<file path="src/hw/rtl/clnw_pkg.sv">
// Package for the character LCD nibble writer.
// Holds command codes, register indexes, field widths and display constants.
// No dependencies.
package clnw_pkg;

	localparam int CMD_W    = 3;
	localparam int CHAR_W   = 8;
	localparam int ROW_W    = 2;
	localparam int COL_W    = 6;
	localparam int LIMIT_W  = 8;
	localparam int NIB_W    = 4;
	localparam int CFG_IDX_W  = 3;
	localparam int CFG_DATA_W = 8;

	localparam int RUN_LEN = 10;
	localparam int CNT_W   = 4;

	localparam logic [COL_W-1:0] MAX_COLUMNS = 6'd40;

	localparam logic [7:0] DDRAM_BASE   = 8'h80;
	localparam logic [7:0] ROW_OFS_PAIR = 8'h14;
	localparam logic [7:0] ROW_OFS_ODD  = 8'h40;

	localparam logic [NIB_W-1:0] START_NIB_A = 4'h3;
	localparam logic [NIB_W-1:0] START_NIB_B = 4'h2;

	typedef enum logic [CMD_W-1:0] {
		CMD_INIT       = 3'd0,
		CMD_CLEAR      = 3'd1,
		CMD_LOCATE     = 3'd2,
		CMD_PUT_CURSOR = 3'd3,
		CMD_PUT_POS    = 3'd4
	} cmd_t;

	typedef enum logic [CFG_IDX_W-1:0] {
		CFG_ROWS         = 3'd0,
		CFG_COLUMNS      = 3'd1,
		CFG_FUNCTION_SET = 3'd2,
		CFG_DISPLAY_CTRL = 3'd3,
		CFG_ENTRY_MODE   = 3'd4,
		CFG_CLEAR        = 3'd5
	} cfg_idx_t;

endpackage

</file>
<file path="src/hw/rtl/clnw_if.sv">
// Handshake channels of the character LCD nibble writer.
// Depends on clnw_pkg for field widths.
interface clnw_cmd_if;
	logic                           valid;
	logic                           ready;
	logic [clnw_pkg::CMD_W-1:0]     cmd;
	logic [clnw_pkg::CHAR_W-1:0]    char_code;
	logic [clnw_pkg::ROW_W-1:0]     row;
	logic [clnw_pkg::COL_W-1:0]     column;
	logic [clnw_pkg::LIMIT_W-1:0]   char_limit;

	modport source (output valid, cmd, char_code, row, column, char_limit, input ready);
	modport sink (input valid, cmd, char_code, row, column, char_limit, output ready);
endinterface

interface clnw_nib_if;
	logic                         valid;
	logic                         ready;
	logic [clnw_pkg::NIB_W-1:0]   nibble;
	logic                         reg_select;
	logic                         last;

	modport source (output valid, nibble, reg_select, last, input ready);
	modport sink (input valid, nibble, reg_select, last, output ready);
endinterface

</file>
<file path="src/hw/rtl/char_lcd_nibble_writer.sv">
// Character LCD nibble writer, top level.
// Depends on clnw_pkg and the channels in clnw_if.
// Turns LCD commands into tagged 4-bit bus writes.
//
// Each accepted command is expanded into its whole run of nibbles (init 10,
// clear 2, character writes 4, locate and empty-budget writes none) and held in a run
// register that shifts out one nibble per cycle, unless the bus side stalls, into the
// output register. The next command is taken in the cycle the last nibble of the current
// run moves to the output register, so a stall on the bus side holds the input only
// while the run register still holds nibbles. Cursor and budget update when the
// command is accepted.
module char_lcd_nibble_writer (
	input  logic                              clk,
	input  logic                              arst_n,
	clnw_cmd_if.sink                          request,
	clnw_nib_if.source                        bus,
	input  logic                              cfg_we,
	input  logic [clnw_pkg::CFG_IDX_W-1:0]    cfg_index,
	input  logic [clnw_pkg::CFG_DATA_W-1:0]   cfg_data
);

	logic [2:0]                        rows_q;
	logic [clnw_pkg::COL_W-1:0]        columns_q;
	logic [7:0]                        function_set_q;
	logic [7:0]                        display_ctrl_q;
	logic [7:0]                        entry_mode_q;
	logic [7:0]                        clear_code_q;

	logic [clnw_pkg::ROW_W-1:0]        cursor_row_q;
	logic [clnw_pkg::COL_W-1:0]        cursor_col_q;
	logic [clnw_pkg::LIMIT_W-1:0]      budget_q;

	logic [clnw_pkg::RUN_LEN-1:0][clnw_pkg::NIB_W-1:0] nib_s1;
	logic [clnw_pkg::RUN_LEN-1:0]                      rs_s1;
	logic [clnw_pkg::CNT_W-1:0]                        cnt_s1;

	logic                              out_valid_q;
	logic [clnw_pkg::NIB_W-1:0]        out_nib_q;
	logic                              out_rs_q;
	logic                              out_last_q;

	logic                              accept;
	logic                              load;

	logic [clnw_pkg::RUN_LEN-1:0][clnw_pkg::NIB_W-1:0] run_nib;
	logic [clnw_pkg::RUN_LEN-1:0]                      run_rs;
	logic [clnw_pkg::CNT_W-1:0]                        run_len;

	logic [clnw_pkg::COL_W-1:0]        cols;
	logic [clnw_pkg::ROW_W-1:0]        tgt_row;
	logic [clnw_pkg::COL_W-1:0]        tgt_col;
	logic [7:0]                        addr;
	logic [clnw_pkg::COL_W-1:0]        col_inc;
	logic [clnw_pkg::ROW_W-1:0]        adv_row;
	logic [clnw_pkg::COL_W-1:0]        adv_col;

	logic [clnw_pkg::ROW_W-1:0]        row_d;
	logic [clnw_pkg::COL_W-1:0]        col_d;
	logic [clnw_pkg::LIMIT_W-1:0]      budget_d;

	assign load   = (cnt_s1 != '0) && (!out_valid_q || bus.ready);
	assign request.ready = (cnt_s1 == '0) ||
		((cnt_s1 == clnw_pkg::CNT_W'(1)) && load);
	assign accept = request.valid && request.ready;

	assign cols = (columns_q > clnw_pkg::MAX_COLUMNS) ? clnw_pkg::MAX_COLUMNS : columns_q;

	assign tgt_row = (request.cmd == clnw_pkg::CMD_PUT_POS) ? request.row : cursor_row_q;
	assign tgt_col = (request.cmd == clnw_pkg::CMD_PUT_POS) ? request.column : cursor_col_q;

	always_comb begin
		if (({1'b0, tgt_row} < rows_q) && (tgt_col < cols)) begin
			addr = clnw_pkg::DDRAM_BASE
				+ (tgt_row[1] ? clnw_pkg::ROW_OFS_PAIR : 8'h00)
				+ (tgt_row[0] ? clnw_pkg::ROW_OFS_ODD : 8'h00)
				+ {2'b00, tgt_col};
		end else begin
			addr = clnw_pkg::DDRAM_BASE;
		end
	end

	always_comb begin
		col_inc = (tgt_col < cols) ? tgt_col + clnw_pkg::COL_W'(1) : tgt_col;
		if (col_inc >= cols) begin
			adv_row = (tgt_row == '0) ? clnw_pkg::ROW_W'(1) : '0;
			adv_col = '0;
		end else begin
			adv_row = tgt_row;
			adv_col = col_inc;
		end
	end

	always_comb begin
		run_nib  = '0;
		run_rs   = '0;
		run_len  = '0;
		row_d    = cursor_row_q;
		col_d    = cursor_col_q;
		budget_d = budget_q;
		unique case (request.cmd)
			clnw_pkg::CMD_INIT: begin
				run_nib[0] = clnw_pkg::START_NIB_A;
				run_nib[1] = clnw_pkg::START_NIB_A;
				run_nib[2] = clnw_pkg::START_NIB_A;
				run_nib[3] = clnw_pkg::START_NIB_B;
				run_nib[4] = function_set_q[7:4];
				run_nib[5] = function_set_q[3:0];
				run_nib[6] = display_ctrl_q[7:4];
				run_nib[7] = display_ctrl_q[3:0];
				run_nib[8] = entry_mode_q[7:4];
				run_nib[9] = entry_mode_q[3:0];
				run_len    = clnw_pkg::CNT_W'(clnw_pkg::RUN_LEN);
			end
			clnw_pkg::CMD_CLEAR: begin
				run_nib[0] = clear_code_q[7:4];
				run_nib[1] = clear_code_q[3:0];
				run_len    = clnw_pkg::CNT_W'(2);
				row_d      = '0;
				col_d      = '0;
			end
			clnw_pkg::CMD_LOCATE: begin
				row_d    = request.row;
				col_d    = request.column;
				budget_d = request.char_limit;
			end
			clnw_pkg::CMD_PUT_CURSOR, clnw_pkg::CMD_PUT_POS: begin
				if (request.cmd == clnw_pkg::CMD_PUT_POS || budget_q != '0) begin
					run_nib[0] = addr[7:4];
					run_nib[1] = addr[3:0];
					run_nib[2] = request.char_code[7:4];
					run_nib[3] = request.char_code[3:0];
					run_rs[2]  = 1'b1;
					run_rs[3]  = 1'b1;
					run_len    = clnw_pkg::CNT_W'(4);
					row_d      = adv_row;
					col_d      = adv_col;
					if (request.cmd == clnw_pkg::CMD_PUT_CURSOR) begin
						budget_d = budget_q - clnw_pkg::LIMIT_W'(1);
					end
				end
			end
			default: begin
			end
		endcase
	end

	always_ff @(posedge clk or negedge arst_n) begin
		if (!arst_n) begin
			rows_q         <= 3'd2;
			columns_q      <= 6'd16;
			function_set_q <= 8'h28;
			display_ctrl_q <= 8'h0C;
			entry_mode_q   <= 8'h06;
			clear_code_q   <= 8'h01;
		end else if (cfg_we) begin
			unique case (cfg_index)
				clnw_pkg::CFG_ROWS:         rows_q         <= cfg_data[2:0];
				clnw_pkg::CFG_COLUMNS:      columns_q      <= cfg_data[clnw_pkg::COL_W-1:0];
				clnw_pkg::CFG_FUNCTION_SET: function_set_q <= cfg_data;
				clnw_pkg::CFG_DISPLAY_CTRL: display_ctrl_q <= cfg_data;
				clnw_pkg::CFG_ENTRY_MODE:   entry_mode_q   <= cfg_data;
				clnw_pkg::CFG_CLEAR:        clear_code_q   <= cfg_data;
				default: begin
				end
			endcase
		end
	end

	always_ff @(posedge clk or negedge arst_n) begin
		if (!arst_n) begin
			cursor_row_q <= '0;
			cursor_col_q <= '0;
			budget_q     <= '0;
			cnt_s1       <= '0;
			out_valid_q  <= 1'b0;
		end else begin
			if (accept) begin
				cursor_row_q <= row_d;
				cursor_col_q <= col_d;
				budget_q     <= budget_d;
				cnt_s1       <= run_len;
			end else if (load) begin
				cnt_s1 <= cnt_s1 - clnw_pkg::CNT_W'(1);
			end
			if (load) begin
				out_valid_q <= 1'b1;
			end else if (bus.ready) begin
				out_valid_q <= 1'b0;
			end
		end
	end

	always_ff @(posedge clk) begin
		if (accept) begin
			nib_s1 <= run_nib;
			rs_s1  <= run_rs;
		end else if (load) begin
			nib_s1 <= {clnw_pkg::NIB_W'(0), nib_s1[clnw_pkg::RUN_LEN-1:1]};
			rs_s1  <= {1'b0, rs_s1[clnw_pkg::RUN_LEN-1:1]};
		end
		if (load) begin
			out_nib_q  <= nib_s1[0];
			out_rs_q   <= rs_s1[0];
			out_last_q <= (cnt_s1 == clnw_pkg::CNT_W'(1));
		end
	end

	assign bus.valid      = out_valid_q;
	assign bus.nibble     = out_nib_q;
	assign bus.reg_select = out_rs_q;
	assign bus.last       = out_last_q;

`ifndef NO_ASSERTIONS
	a_run_len: assert property (@(posedge clk) disable iff (!arst_n)
		accept |=> (cnt_s1 == clnw_pkg::CNT_W'(0) || cnt_s1 == clnw_pkg::CNT_W'(2) ||
			cnt_s1 == clnw_pkg::CNT_W'(4) || cnt_s1 == clnw_pkg::CNT_W'(10)))
		else $error("run length after accept is not a legal command length");

	a_budget: assert property (@(posedge clk) disable iff (!arst_n)
		!(accept && request.cmd == clnw_pkg::CMD_LOCATE) |=> budget_q <= $past(budget_q))
		else $error("budget grew without a locate");

	a_no_overrun: assert property (@(posedge clk) disable iff (!arst_n)
		(cnt_s1 > clnw_pkg::CNT_W'(1)) |-> !request.ready)
		else $error("input taken while run register still holds nibbles");
`endif

endmodule

</file>
<file path="src/flat_wrapper.sv">
// flat-port wrapper written by rule: the top's interface ports become plain ports
module char_lcd_nibble_writer_flat 
  (clk, arst_n, cfg_we, cfg_index, cfg_data, request_valid, request_cmd, request_char_code, request_row, request_column, request_char_limit, request_ready, bus_valid, bus_nibble, bus_reg_select, bus_last, bus_ready);
  clnw_cmd_if request_i ();
  clnw_nib_if bus_i ();
  input  logic clk;
  input  logic arst_n;
  input  logic cfg_we;
  input  logic [clnw_pkg::CFG_IDX_W-1:0] cfg_index;
  input  logic [clnw_pkg::CFG_DATA_W-1:0] cfg_data;
  input wire logic [$bits(request_i.valid)-1:0] request_valid;
  input wire logic [$bits(request_i.cmd)-1:0] request_cmd;
  input wire logic [$bits(request_i.char_code)-1:0] request_char_code;
  input wire logic [$bits(request_i.row)-1:0] request_row;
  input wire logic [$bits(request_i.column)-1:0] request_column;
  input wire logic [$bits(request_i.char_limit)-1:0] request_char_limit;
  output wire logic [$bits(request_i.ready)-1:0] request_ready;
  output wire logic [$bits(bus_i.valid)-1:0] bus_valid;
  output wire logic [$bits(bus_i.nibble)-1:0] bus_nibble;
  output wire logic [$bits(bus_i.reg_select)-1:0] bus_reg_select;
  output wire logic [$bits(bus_i.last)-1:0] bus_last;
  input wire logic [$bits(bus_i.ready)-1:0] bus_ready;
  assign request_i.valid = request_valid;
  assign request_i.cmd = request_cmd;
  assign request_i.char_code = request_char_code;
  assign request_i.row = request_row;
  assign request_i.column = request_column;
  assign request_i.char_limit = request_char_limit;
  assign request_ready = request_i.ready;
  assign bus_valid = bus_i.valid;
  assign bus_nibble = bus_i.nibble;
  assign bus_reg_select = bus_i.reg_select;
  assign bus_last = bus_i.last;
  assign bus_i.ready = bus_ready;
  char_lcd_nibble_writer u_core (.clk(clk), .arst_n(arst_n), .request(request_i), .bus(bus_i), .cfg_we(cfg_we), .cfg_index(cfg_index), .cfg_data(cfg_data));
endmodule
</file>
<file path="config.mk">
export PLATFORM = sky130hd
export DESIGN_NAME = char_lcd_nibble_writer_flat
export DESIGN_NICKNAME = d
export VERILOG_FILES = /design/src/hw/rtl/clnw_pkg.sv /design/src/hw/rtl/clnw_if.sv /design/src/hw/rtl/char_lcd_nibble_writer.sv /design/src/flat_wrapper.sv
export SDC_FILE = /design/constraint.sdc
export NUM_CORES = 1
export LEC_CHECK = 0
export ABC_AREA = 1
export BUFFER_PORTS_ARGS = -buffer_cell sky130_fd_sc_hd__buf_2
export CORE_MARGIN = 3
export CORE_UTILIZATION = 52
export CTS_CLUSTER_DIAMETER = 30
export DETAILED_ROUTE_END_ITERATION = 6
export PLACE_DENSITY = 0.71
export SLEW_MARGIN = 25
export SYNTH_ARGS = -nofsm -noshare
export SYNTH_HDL_FRONTEND = slang
export SYNTH_SLANG_ARGS = --single-unit
</file>
<file path="constraint.sdc">
create_clock -name clk -period 3.74 [get_ports clk]
set_input_delay 0.748 -clock clk [delete_from_list [all_inputs] [get_ports clk]]
set_output_delay 0.748 -clock clk [all_outputs]
set_load 0.02 [all_outputs]
</file>
=== Word level (Yosys, flattened, before mapping) ===
Index checks and enable logic that the tools add are counted.

* Register bits after elaboration: 112

* $add $sub $neg: 6
* Magnitude comparators: 4
* Equality and inequality tests: 12
* Mux-type cells: 33
* Reduce and logical (&&, ||, !) cells: 27

{| class="wikitable"
|+ Operators by type and width
! operator !! count
|-
| 40-bit 2-to-1 mux || 2
|-
| 8-bit one-hot mux with 2 select lines || 2
|-
| 6-bit 2-to-1 mux || 5
|-
| 24-bit 2-to-1 mux || 1
|-
| 8-bit 2-to-1 mux || 3
|-
| 8-bit one-hot mux with 3 select lines || 1
|-
| 6-bit one-hot mux with 3 select lines || 1
|-
| 16-bit 2-to-1 mux || 1
|-
| 4-bit 2-to-1 mux || 4
|-
| 3-bit by 2-bit == test with 1-bit output (second input constant) || 4
|-
| 4-bit one-hot mux with 3 select lines || 1
|-
| 2-bit AND reduction || 6
|-
| 2-bit 2-to-1 mux || 5
|-
| 3-bit == test (second input constant) || 3
|-
| 8-bit by 6-bit adder with 8-bit output || 1
|-
| 8-bit adder || 1
|-
| 8-bit adder (first input constant) || 1
|-
| 8-bit nonzero test || 1
|-
| 8-bit by 1-bit subtractor with 8-bit output (second input constant) || 1
|-
| 7-bit 2-to-1 mux || 1
|-
| 6-bit by 1-bit adder with 6-bit output (second input constant) || 1
|-
| 3-bit by 1-bit == test with 1-bit output (second input constant) || 2
|-
| 6-bit >= comparator || 1
|-
| 6-bit > comparator (second input constant) || 1
|-
| 21 further kinds || 32
|}

=== Longest topological paths before layout ===
* Word-level depth: 10
* Gate-level depth with buffers: 22

=== Least setup slack after synthesis ===
No wires, ideal clock.

* Path kind: input to register
* Start: in request_cmd[1]
* End: reg u_core.cursor_col_q[0] (netlist name)
* Setup time: 0.078 ns
* Data arrival time: 3.667 ns
* Data required time: 3.662 ns
* Path slack: -0.005 ns
* Cell stages on the path: 19
* Cell sequence: nor2_4 nand2_4 buf_12 o21ai_2 inv_1 ha_1 nand2_1 nor2_1 a211oi_2 nand2_2 nand2_1 and2_1 ha_1 a21oi_1 o21a_1 nand3_1 nor2_4 nand3_1 a21boi_1

* Word-level cells in the longest chain between the ends: 8
* Elaborated cells between the ends (all ways): 17
* Those cells by class: 1 x add/sub; 2 x order compare; 5 x eq/ne; 5 x mux; 4 x reduce/logical

{| class="wikitable"
|+ Ends and longest elaborated chain
! element !! line !! source
|-
| from (decl) || flat_wrapper.sv:12 || <nowiki>input wire logic [$bits(request_i.cmd)-1:0] request_cmd;</nowiki>
|-
| 3-bit == test || char_lcd_nibble_writer.sv:69, char_lcd_nibble_writer.sv:100, char_lcd_nibble_writer.sv:127 ||
|-
| 6-bit 2-to-1 mux || char_lcd_nibble_writer.sv:69 || <nowiki>assign tgt_col = (request.cmd == clnw_pkg::CMD_PUT_POS) ? request.column : cursor_col_q;</nowiki>
|-
| 6-bit by 1-bit adder with 6-bit output or 6-bit less-than comparator (tied branches) || char_lcd_nibble_writer.sv:83 || <nowiki>col_inc = (tgt_col < cols) ? tgt_col + clnw_pkg::COL_W'(1) : tgt_col;</nowiki>
|-
| 6-bit 2-to-1 mux || char_lcd_nibble_writer.sv:83 ||
|-
| 6-bit >= comparator || char_lcd_nibble_writer.sv:84 || <nowiki>if (col_inc >= cols) begin</nowiki>
|-
| 6-bit 2-to-1 mux || char_lcd_nibble_writer.sv:84 ||
|-
| 6-bit 2-to-1 mux || char_lcd_nibble_writer.sv:127 || <nowiki>if (request.cmd == clnw_pkg::CMD_PUT_POS || budget_q != '0) begin</nowiki>
|-
| 6-bit one-hot mux with 3 select lines || char_lcd_nibble_writer.sv:100 || <nowiki>unique case (request.cmd)</nowiki>
|-
| to (signal assigned) || char_lcd_nibble_writer.sv:179 || <nowiki>cursor_col_q <= col_d;</nowiki>
|-
| to (decl) || char_lcd_nibble_writer.sv:30 || <nowiki>logic [clnw_pkg::COL_W-1:0] cursor_col_q;</nowiki>
|}

Several ways; a longest one is shown, not always the timed one. The select of a mux whose other input is x is not followed.
A chain may end at the register's enable or synchronous reset.

=== Worst setup path after layout ===
* Start: in request_cmd[0]
* End: reg u_core.cursor_col_q[0] (netlist name)

The elaborated chain is that of the path after synthesis.

==> results.json <==
{
  "fin_crit_sh_pct": 93.2,
  "path_clk_slew_ns": 0.07,
  "wl_per_cell_um": 14.3,
  "multi_input_area_um2": 2460,
  "ant_nets": 0,
  "fin_crit_ns": 3.49,
  "num_vias": 4540,
  "synthMuxAreaShare_pct": 0,
  "crit_end": "u_core.cursor_col_q[0]",
  "critical_path.cell_chain": "buf_2 > nor2_4 > nand2_4 > buf_4 > nand2_1 > o21ai_4 > ha_1 > a21oi_1 > nor2_1 > a211oi_4 > buf_4 > nand3b_1 > and2_1 > ha_1 > inv_1 > nor2_1 > o211ai_1 > nand3_2 > nor2_4 > nand3_1 > a21boi_1",
  "cp_data_arrival_time_ns": 3.76,
  "start_util_pct": 54.0,
  "grtUsageTotal_pct": 20.6,
  "layout.nets": 792,
  "row_count": 38,
  "cts_hold_buffers": 0,
  "crit_buf_inv": 4,
  "final_layout_size_suffix_gt1_share_pct": 20.8,
  "fin_skew_ns": 0.00766,
  "grt_overflow_total": 0,
  "syn_nets": 726,
  "dp_hpwl_mm": 9.02,
  "drtIter0Drc": 295,
  "ir_drop_mv": 0.609,
  "place.gp.congestion": 0.888,
  "status": "complete, no violations",
  "reg2reg_to": "u_core.cursor_col_q[0]",
  "yosys_register_bits": 112,
  "cp-end-kind": "register",
  "synth-seq-area-share_pct": 51.3,
  "dr.pass1.iters": 5,
  "path_max_fanout": 8,
  "yosys.area_share.adder_pct": 4.01,
  "yosys.area.top_type": "edfxtp_1",
  "num_io_pins": 51,
  "ys_types": 52,
  "antenna_found_initial": 0,
  "clock.fmax_mhz": 287,
  "drc": 0,
  "rsz0062_at_grt": "no",
  "ys_warn_count": 0,
  "synth_edf_count": 48,
  "vias_per_cell": 5.19,
  "report.final.slew_viol_count": 0,
  "synthCells": 664,
  "seqCellArea_um2": 3040,
  "core_um2": 11000,
  "yosysTopAreaCellShare_pct": 24.3,
  "die_y_um": 113,
  "setup_tns_ns": 0,
  "synth_most_common_cell": "nand2_1",
  "grt_max_degree": 37,
  "root_buffer": "clkbuf_16",
  "dpl-instance-area_um2": 6400,
  "tritoncts": "done",
  "max_stage_delay_ns": 0.29,
  "grt_pass1_wl_mm": 21.0,
  "power.density_nw_per_um2": 753,
  "reg2reg_slack_ns": 0.48,
  "synthXorXnorAreaFrac_pct": 0.886,
  "cts_buffer_depth": 2,
  "syn_area_per_cell_um2": 8.94,
  "fin_area_um2": 6770,
  "clk_latency_ns": 0.35,
  "cts-buffers-inserted": 9,
  "worst-path-stages": 21,
  "worstSetupStartpointType": "primary input",
  "htree_num_levels": 3,
  "yosys_most_used_dff": "dfrtp_1",
  "nFillCells": 947,
  "finalSetupViolCount": 0,
  "crit_path_start": "request_cmd[0]",
  "synth_top_family_by_area": "simple AND/OR/NAND/NOR gates",
  "synth_compound_area_share_pct": 14.5,
  "relSlewSlack_pct": 58.6,
  "netlist_top_cells_area": "edfxtp_1, dfrtp_1, nand2_1, o21ai_0, inv_1",
  "tightest_slew_ns": 0.617,
  "async_flop_share_pct": 55.4,
  "yosys.area_share.simple_pct": 21.3,
  "rr_worst_depth": 19,
  "synthTopCellsByCount": "nand2_1, inv_1, o21ai_0, dfrtp_1, edfxtp_1",
  "grt_pass1_vias": 4455,
  "reg2reg_from": "u_core.columns_q[5]",
  "min_path_type": "in2async",
  "cp_top_family": "simple AND/OR/NAND/NOR gates",
  "cts_sinks": 112,
  "cellLeakagePower_nw": 3.28,
  "cp_slowest_cell": "ha_1",
  "drt_wl_total_mm": 12.5,
  "die_w_um": 113,
  "synth_area_um2": 5930,
  "critPathKind": "in2reg",
  "required_ns": 4.01,
  "antenna_cells": 0,
  "syn2layout_area_growth_pct": 14.1,
  "finalHoldViolations": 0,
  "io_buffer_count": 50,
  "cap_violations": 0,
  "design.die.area_um2": 12700
}
per-layer routing:
layer,global-route usage [%],vias to the layer above,share of wire [%]
met5,0,-,0
met4,6.17,0,1.2
met3,4.06,12,3.9
met2,34.1,81,49
met1,27.7,2146,46
li1,-,2301,-
through the flow:
stage	cells	util, %	power (W)	hold WS [ns]	setup WS, ns
5_1_grt	875	61.7	0.00551	0.428	0.0827
4_1_cts	871	61.1	0.00507	0.406	0.278
6_report	875	61.7	0.00510	0.397	0.255
3_3_place_gp	855	58.3	0.00399	0.402	0.0242
3_5_place_dp	855	58.3	0.00406	0.412	-0.0878
2_1_floorplan	664	-	0.00351	0.400	0.0984
layout make-up:
cell class | count | share of cell area (%)
Clock buffer | 13 | 4.16
Clock inverter | 3 | 0.425
Inverter | 98 | 5.43
Multi-Input combinational cell | 437 | 36.3
Sequential cell | 112 | 45.0
Tap cell | 140 | 2.59
Timing Repair Buffer | 72 | 6.13
where the power goes:
group,switching [W],total [W],internal (W)
Sequential,0.000184,0.00209,0.00191
Combinational,0.00123,0.00202,0.000787
Clock,0.000450,0.000988,0.000539
logic make-up (layout without fill, tap and decap cells):
logic type | after synthesis | after routing
simple gates | 275 | 275
fa+ha+maj | 19 | 19
compound gates | 137 | 137
xor+xnor | 6 | 6
flops | 112 | 112
buf+inv | 115 | 186
layout by cell type, fill, tap and decap left out, types with 3 or more instances in the layout:
master	instances
o21ai_2	3
xor2_1	5
nand3b_1	3
o21ai_0	81
nand3_2	4
o211ai_1	5
ha_1	18
nor2_4	3
dfrtp_1	53
nand2_1	171
buf_4	22
a31oi_1	3
inv_2	9
nand2_4	6
dfstp_2	9
nand2_2	11
a22o_1	5
o21ai_1	4
a21boi_1	6
nor2_1	35
buf_2	50
a21oi_1	14
nand4_1	3
edfxtp_1	48
inv_1	89
clkbuf_16	10
o21bai_2	6
nand3_1	26
worst min-delay path by stage:
stage | startpoint | slack (ns) | end
2_1_floorplan | u_core.nib_s1[0] | 0.40 | u_core.bus.nibble[0]
3_3_place_gp | u_core.nib_s1[1] | 0.40 | u_core.bus.nibble[1]
4_1_cts | arst_n | 0.41 | u_core.cursor_row_q[0]
5_1_grt | arst_n | 0.43 | u_core.cursor_row_q[0]
6_report | arst_n | 0.40 | u_core.cursor_row_q[1]
3_5_place_dp | u_core.nib_s1[0] | 0.41 | u_core.bus.nibble[0]
registers in the layout, summed over array words and instances (netlist names):
register / count
u_core.columns_q: 6
u_core.cursor_row_q: 2
u_core.bus.valid: 1
u_core.bus.reg_select: 1
u_core.cnt_s1: 4
u_core.bus.last: 1
u_core.rs_s1: 4
u_core.nib_s1: 40
u_core.function_set_q: 8
u_core.clear_code_q: 8
u_core.cursor_col_q: 6
u_core.bus.nibble: 4
u_core.entry_mode_q: 8
u_core.budget_q: 8
u_core.display_ctrl_q: 8
u_core.rows_q: 3
what timing repair did:
| item | in CTS | in global routing |
|---|---|---|
| buffers inserted | 0 | 4 |
| gates resized for setup | 0 | 7 |
| endpoints found under the setup margin | 0 | 8 |
No activity file was read; power rests on OpenSTA's default activity.
